===== src/rtl/button_event_decoder_core_assert.svh =====
// ----------------------------------------------------------------------------
// button event decoder assertion macros
// shared property forms for the core's concurrent checks
// ----------------------------------------------------------------------------
`ifndef BUTTON_EVENT_DECODER_CORE_ASSERT_SVH
`define BUTTON_EVENT_DECODER_CORE_ASSERT_SVH

// same-cycle implication, idle during reset
`define BED_ASSERT_NOW(lbl, ante, cons) \
  lbl: assert property (@(posedge clk) disable iff (rst) (ante) |-> (cons)) \
    else $error("button event decoder check failed");

// next-cycle implication, idle during reset
`define BED_ASSERT_NEXT(lbl, ante, cons) \
  lbl: assert property (@(posedge clk) disable iff (rst) (ante) |=> (cons)) \
    else $error("button event decoder check failed");

`endif


===== src/rtl/bed_pkg.sv =====
// ----------------------------------------------------------------------------
// bed_pkg
// types and constants shared by the button event decoder modules
// ----------------------------------------------------------------------------
package bed_pkg;

  localparam int LEVELS_W = 4;
  localparam int TIME_W   = 32;
  localparam int CFG_W    = 16;
  localparam int CODE_W   = 3;
  localparam int IN_DATA_W  = 40;
  localparam int OUT_DATA_W = 8;

  localparam logic [CFG_W-1:0] LONG_PRESS_RESET = 16'd2000;

  // event codes
  localparam logic [CODE_W-1:0] EV_BUTTON1 = 3'd0;
  localparam logic [CODE_W-1:0] EV_LONG    = 3'd1;
  localparam logic [CODE_W-1:0] EV_SHORT   = 3'd2;
  localparam logic [CODE_W-1:0] EV_BUTTON3 = 3'd3;
  localparam logic [CODE_W-1:0] EV_BUTTON4 = 3'd4;

  // one decoded event from a poll
  typedef struct packed {
    logic              valid;
    logic [CODE_W-1:0] code;
  } evt_t;

endpackage


===== src/rtl/bed_decide.sv =====
// ----------------------------------------------------------------------------
// bed_decide
// per-poll event decision and the button history it keeps
// ----------------------------------------------------------------------------
module bed_decide (
  input  logic                          clk,
  input  logic                          rst,
  input  logic                          fire,
  input  logic [bed_pkg::LEVELS_W-1:0]  levels,
  input  logic [bed_pkg::TIME_W-1:0]    now_ms,
  input  logic [bed_pkg::CFG_W-1:0]     long_press_ms,
  output bed_pkg::evt_t                 evt
);

  logic [bed_pkg::LEVELS_W-1:0] previous_levels;
  logic [bed_pkg::TIME_W-1:0]   press_start_ms;
  logic [bed_pkg::TIME_W-1:0]   press_start_ms_next;
  logic                         long_press_done;
  logic                         long_press_done_next;
  logic [bed_pkg::LEVELS_W-1:0] rise;
  logic [bed_pkg::TIME_W-1:0]   held;
  logic                         held_over;

  // edges and wrapping hold time
  assign rise      = levels & ~previous_levels;
  assign held      = now_ms - press_start_ms;
  assign held_over = held > {{(bed_pkg::TIME_W-bed_pkg::CFG_W){1'b0}}, long_press_ms};

  // fixed priority event selection and press state update
  always_comb begin
    evt                  = '0;
    press_start_ms_next  = press_start_ms;
    long_press_done_next = long_press_done;
    if (rise[0]) begin
      evt.valid = 1'b1;
      evt.code  = bed_pkg::EV_BUTTON1;
    end else if (levels[1]) begin
      if (!previous_levels[1]) begin
        press_start_ms_next  = now_ms;
        long_press_done_next = 1'b0;
      end else if (held_over && !long_press_done) begin
        evt.valid            = 1'b1;
        evt.code             = bed_pkg::EV_LONG;
        long_press_done_next = 1'b1;
      end
    end else if (previous_levels[1]) begin
      if (!long_press_done) begin
        evt.valid = 1'b1;
        evt.code  = bed_pkg::EV_SHORT;
      end
    end else if (rise[2]) begin
      evt.valid = 1'b1;
      evt.code  = bed_pkg::EV_BUTTON3;
    end else if (rise[3]) begin
      evt.valid = 1'b1;
      evt.code  = bed_pkg::EV_BUTTON4;
    end
  end

  // history update on each consumed poll
  always_ff @(posedge clk) begin
    if (rst) begin
      previous_levels <= '0;
      press_start_ms  <= '0;
      long_press_done <= 1'b0;
    end else if (fire) begin
      previous_levels <= levels;
      press_start_ms  <= press_start_ms_next;
      long_press_done <= long_press_done_next;
    end
  end

endmodule


===== src/rtl/bed_out_reg.sv =====
// ----------------------------------------------------------------------------
// bed_out_reg
// result register holding one event beat for the output stream
// ----------------------------------------------------------------------------
module bed_out_reg (
  input  logic                        clk,
  input  logic                        rst,
  input  logic                        load,
  input  bed_pkg::evt_t               evt,
  input  logic                        take,
  output logic                        room,
  output logic                        valid,
  output logic [bed_pkg::CODE_W-1:0]  code
);

  // free when empty or draining this cycle
  assign room = !valid || take;

  // valid flag
  always_ff @(posedge clk) begin
    if (rst) begin
      valid <= 1'b0;
    end else if (load && evt.valid) begin
      valid <= 1'b1;
    end else if (take) begin
      valid <= 1'b0;
    end
  end

  // payload
  always_ff @(posedge clk) begin
    if (load && evt.valid) begin
      code <= evt.code;
    end
  end

endmodule


===== src/rtl/button_event_decoder_core.sv =====
// ----------------------------------------------------------------------------
// button_event_decoder_core
// button edge, short press and long press event decoder
// ----------------------------------------------------------------------------
// Each input beat is one poll of four button levels and a millisecond
// timestamp; each poll yields zero or one event beat. Polls are taken one
// per clock while the pipeline does not stall: a poll sits in the input
// register while the decision logic compares it with the stored history,
// and its event is loaded into the output register. The pipeline stalls
// only when an event waits in the output register and the sink is not
// ready. The long press threshold is written through the cfg channel,
// which is always ready, and should only change while no poll is in
// flight.
module button_event_decoder_core (
  input  logic                            clk,
  input  logic                            rst,
  input  logic                            s_tvalid,
  output logic                            s_tready,
  input  logic [bed_pkg::IN_DATA_W-1:0]   s_tdata,   // button_levels[3:0], now_ms[35:4], zero pad
  output logic                            m_tvalid,
  input  logic                            m_tready,
  output logic [bed_pkg::OUT_DATA_W-1:0]  m_tdata,   // event_code[2:0], zero pad
  input  logic                            cfg_valid,
  output logic                            cfg_ready,
  input  logic [bed_pkg::CFG_W-1:0]       cfg_data   // long_press_ms[15:0]
);

  logic                           in_valid;
  logic [bed_pkg::LEVELS_W-1:0]   in_levels;
  logic [bed_pkg::TIME_W-1:0]     in_now;
  logic                           advance;
  logic                           room;
  logic [bed_pkg::CFG_W-1:0]      long_press_ms;
  logic [bed_pkg::CODE_W-1:0]     out_code;
  bed_pkg::evt_t                  evt;

  // threshold register
  assign cfg_ready = 1'b1;

  always_ff @(posedge clk) begin
    if (rst) begin
      long_press_ms <= bed_pkg::LONG_PRESS_RESET;
    end else if (cfg_valid) begin
      long_press_ms <= cfg_data;
    end
  end

  // input register
  assign advance  = in_valid && room;
  assign s_tready = !in_valid || advance;

  always_ff @(posedge clk) begin
    if (rst) begin
      in_valid <= 1'b0;
    end else if (s_tvalid && s_tready) begin
      in_valid <= 1'b1;
    end else if (advance) begin
      in_valid <= 1'b0;
    end
  end

  always_ff @(posedge clk) begin
    if (s_tvalid && s_tready) begin
      in_levels <= s_tdata[bed_pkg::LEVELS_W-1:0];
      in_now    <= s_tdata[bed_pkg::LEVELS_W +: bed_pkg::TIME_W];
    end
  end

  // decision logic and history
  bed_decide u_decide (
    .clk           (clk),
    .rst           (rst),
    .fire          (advance),
    .levels        (in_levels),
    .now_ms        (in_now),
    .long_press_ms (long_press_ms),
    .evt           (evt)
  );

  // result register
  bed_out_reg u_out (
    .clk   (clk),
    .rst   (rst),
    .load  (advance),
    .evt   (evt),
    .take  (m_tready),
    .room  (room),
    .valid (m_tvalid),
    .code  (out_code)
  );

  assign m_tdata = {{(bed_pkg::OUT_DATA_W-bed_pkg::CODE_W){1'b0}}, out_code};

`include "button_event_decoder_core_assert.svh"

  // event codes stay within the defined set
  `BED_ASSERT_NOW(a_code_range, m_tvalid, m_tdata[2:0] <= bed_pkg::EV_BUTTON4)
  // an empty input register always takes a beat
  `BED_ASSERT_NOW(a_empty_ready, !in_valid, s_tready)
  // a decided event shows up on the output next cycle
  `BED_ASSERT_NEXT(a_event_out, advance && evt.valid, m_tvalid && (m_tdata[2:0] == $past(evt.code)))

endmodule

===== config.mk =====
export PLATFORM = sky130hd
export DESIGN_NAME = button_event_decoder_core
export DESIGN_NICKNAME = d
export VERILOG_FILES = /design/src/rtl/bed_pkg.sv /design/src/rtl/bed_decide.sv /design/src/rtl/bed_out_reg.sv /design/src/rtl/button_event_decoder_core.sv
export VERILOG_INCLUDE_DIRS = /design/src /design/src/rtl
export SDC_FILE = /design/constraint.sdc
export NUM_CORES = 1
export LEC_CHECK = 0
export ABC_CLOCK_PERIOD_IN_PS = 4100
export BUFFER_PORTS_ARGS = -buffer_cell sky130_fd_sc_hd__buf_2
export CAP_MARGIN = 20
export CORE_ASPECT_RATIO = 0.75
export CORE_MARGIN = 2
export CORE_UTILIZATION = 53
export CTS_CLUSTER_DIAMETER = 80
export CTS_CLUSTER_SIZE = 20
export DETAILED_ROUTE_END_ITERATION = 7
export GPL_TIMING_DRIVEN = 0
export PLACE_DENSITY = 0.77
export SYNTH_ARGS = -nofsm -noshare
export SYNTH_HDL_FRONTEND = slang
export SYNTH_SLANG_ARGS = --single-unit

===== constraint.sdc =====
create_clock -name clk -period 4.1 [get_ports clk]
set_input_delay 0 -clock clk [delete_from_list [all_inputs] [get_ports clk]]
set_output_delay 0 -clock clk [all_outputs]
set_load 0.01 [all_outputs]

==> impl_metrics.py <==
metrics = {
    "place": {
        "place_inst": 884,
        "dp_hpwl_um": 11100,
        "io_buffers": 60,
        "dp_slack_ps": -808,
        "place_congestion": 0.916,
        "dpl-instance-area_um2": 6410,
    },
    "cells_and_area": {
        "final_cells": 971,
        "utilization": 0.693,
        "synthToLayoutAreaGrowth_pct": 27.8,
        "drive_gt1_frac": 0.197,
        "nFillCells": 831,
        "final_area_um2": 7560,
        "fin_nets": 935,
        "antennaDiodeCount": 0,
    },
    "yosys": {
        "avgSynthCellArea_um2": 8.70,
        "ys_seq_elements": 94,
        "ys.flop_type": "dfxtp_1",
        "synth_common_cells": "111 x nand2_1, 76 x a21oi_1, 55 x dfxtp_1",
        "async_flop_share": 0,
        "yosysTopAreaCell": "edfxtp_1",
        "ys_seq_area_frac": 0.384,
        "yosysUniqueCellTypes": 73,
        "yosysWarnings": 0,
        "synth_most_common_cell": "nand2_1",
        "synth_area_leaders": "edfxtp_1 20%, dfxtp_1 19%, ha_1 9.9%",
        "syn_area_um2": 5910,
        "synth_edf_count": 39,
        "synth_top_area_share": 0.198,
        "synth_cells": 680,
    },
    "die": {
        "initial_core_util": 0.543,
        "die_width_um": 126,
        "coreArea_um2": 10900,
        "rows": 33,
        "io_pins": 72,
        "dieHeight_um": 95.5,
        "die_area_um2": 12000,
    },
    "sta": {
        "rsz0062_at_grt": "yes",
        "fin_ws_ps": -90.4,
        "fmax_mhz": 239,
        "setup_viol": 6,
        "period_share": 1.02,
        "tightest_slew_ps": 917,
        "slew_headroom": 0.389,
        "period_minus_slack_ps": 4190,
        "fin_skew_ps": 8.90,
        "maxSlewViolCount": 0,
        "hold_viol": 0,
    },
    "outcome": {
        "outcome": "complete, but fails checks",
        "violations": "negative setup slack",
    },
    "critical_path": {
        "arrival_ps": 4420,
        "critPathCaptureType": "flip-flop",
        "path_max_fanout": 4,
        "worstSetupStartpointType": "flip-flop",
        "startpoint": "in_now[0]$_DFFE_PP_",
        "rr_startpoint": "in_now[0]$_DFFE_PP_",
        "required_ps": 4330,
        "path_class": "reg2reg",
    },
    "power_and_ir_drop": {
        "powerDensity_nw_per_um2": 331,
        "power_w": 0.00250,
        "leakage_nw": 2.91,
        "peakVddDrop_v": 0.000248,
    },
    "clock_tree": {
        "insertion_delay_ps": 350,
        "clk_path_buf_depth": 2,
        "clock-sinks": 94,
        "cts.clk_slew.worst_paths_ps": 70,
        "cts-root-buf": "clkbuf_16",
        "htreeDepth": 3,
        "numCtsBuffers": 9,
        "cts_tree": "built",
    },
    "route": {
        "routed_wl_um": 15800,
        "viasPerCell": 5.63,
        "wl_met3_um": 826,
        "drc": 0,
        "drt_iter0_markers": 480,
        "postRouteAntennaNets": 0,
        "met1_length_um": 7680,
        "routed.top_layer": "met4",
        "dr.pass1.iters": 5,
        "dr_wl_met2_um": 7090,
        "vias": 5468,
        "avgRoutedWirePerCell_um": 16.2,
    },
    "global_routing": {
        "antenna_found_initial": 0,
        "grtUsageTotal": 0.267,
        "grt_max_degree": 37,
        "grt_pass1_vias": 5284,
        "grt_pass1_wl_um": 25400,
        "overflow": 0,
    },
    "run": {
        "maxCapViolations": 0,
    },
    "worst_hold_path": {
        "hold_path.class": "in2reg",
        "hold_start": "cfg_valid",
    },
}
-- worst paths after layout --
check / end / slack, ps / cells past startpoint
worst max-delay path: u_decide.long_press_done$_SDFFE_PP0P_ / -90 / 19
worst min-delay path: long_press_ms[12]$_SDFFE_PP0P_ / 30 / 3
worst max register to register: u_decide.long_press_done$_SDFFE_PP0P_ / -90 / 19
worst min register to register: u_decide.press_start_ms[14]$_SDFFE_PP0P_ / 450 / 2
-- layout by cell type, fill, tap and decap left out, types with 4 or more instances in the layout --
cell type / synthesis / final
a21oi_2: 8 / 11
a31oi_1: 4 / 4
nand4_1: 15 / 15
clkbuf_1: 18 / 18
o21ai_2: 2 / 4
dlygate4sd3_1: 0 / 54
nand3_1: 19 / 19
nor2_1: 38 / 38
a21oi_1: 76 / 72
nand2_1: 111 / 110
a211oi_1: 6 / 5
buf_4: 7 / 24
buf_2: 8 / 68
o21ai_1: 5 / 5
xnor2_1: 11 / 10
edfxtp_1: 39 / 39
a21o_1: 14 / 14
o221ai_1: 4 / 4
nand2b_1: 9 / 9
clkbuf_16: 0 / 9
o211ai_1: 10 / 10
conb_1: 2 / 6
o21a_1: 11 / 10
inv_1: 52 / 52
nor2b_1: 4 / 4
xor2_1: 4 / 4
dfxtp_1: 55 / 54
o21ai_0: 8 / 6
ha_1: 47 / 42
mux2i_1: 12 / 12
nor3_1: 12 / 11
-- sequential cells by signal, indices dropped and copies added (netlist names) --
name                      flops
in_levels                     4
in_valid                      1
long_press_ms                16
u_out.code                    3
u_decide.press_start_ms      32
u_decide.previous_levels      4
in_now                       32
u_decide.long_press_done      1
u_out.valid                   1
-- power breakdown --
group	internal [W]	switching (W)	total, W
combinational	0.000249	0.000321	0.000570
clock	0.000488	0.000395	0.000883
sequential	0.00102	0.0000258	0.00105
total	0.00176	0.000741	0.00250
-- logic make-up (layout without fill, tap and decap cells) --
family          Yosys count  count (layout)  synth area share
flops                    94              94             0.384
buf+inv                  89             236            0.0626
simple gates            238             238             0.191
mux                      14              14            0.0248
compound gates          180             180             0.211
xor+xnor                 15              15            0.0222
fa+ha+maj                48              48             0.103
other cells               2               6           0.00127
-- worst max-delay path: stages, from the launching register on --
cell and delay (ps):
edfxtp_1 350, inv_1 80, ha_4 180, fa_2 350, nand2b_1 180, a21o_1 260
a21oi_2 180, nor3_1 80, xnor2_1 280, ha_1 310, a21oi_1 150, nand2_1 60
a221o_1 350, nor3_2 200, o22ai_1 110, nor4_2 200, nand4_1 240, nor4_4 280
buf_4 170, o41ai_2 50
-- repair_timing --
action / 4_1_cts / 5_1_grt
hold buffers: 54 / 0
gates resized for setup: 30 / 6
setup buffers: 12 / 5
endpoints found under the setup margin: 6 / 6
endpoints found under the hold margin: 54 / 0
pin swaps: 27 / 4
-- layer usage --
layer | vias to the layer above | global-route usage
li1 | 2712 | -
met1 | 2570 | 0.366
met2 | 168 | 0.435
met3 | 18 | 0.0471
met4 | 0 | 0.0806
met5 | - | 0
-- area by class of cell --
type	count	area, um2	area share
plain buffers	36	171	0.0227
inverters	53	199	0.0263
multi-input cells	501	3460	0.457
clock buffers	9	225	0.0298
flip-flops and latches	94	2270	0.301
repair buffers	131	968	0.128
clock inverters	7	87.6	0.0116
well taps	140	175	0.0232
-- stage by stage --
step	TNS [ps]	hold WS [ps]
after floorplan	0	98.9
after global placement	-3930	176
after detailed placement	-3790	178
after CTS	-45.6	21.7
after global routing	-1530	37.4
final	-346	30.7
Note: power is estimated with default switching activity, not from simulation.
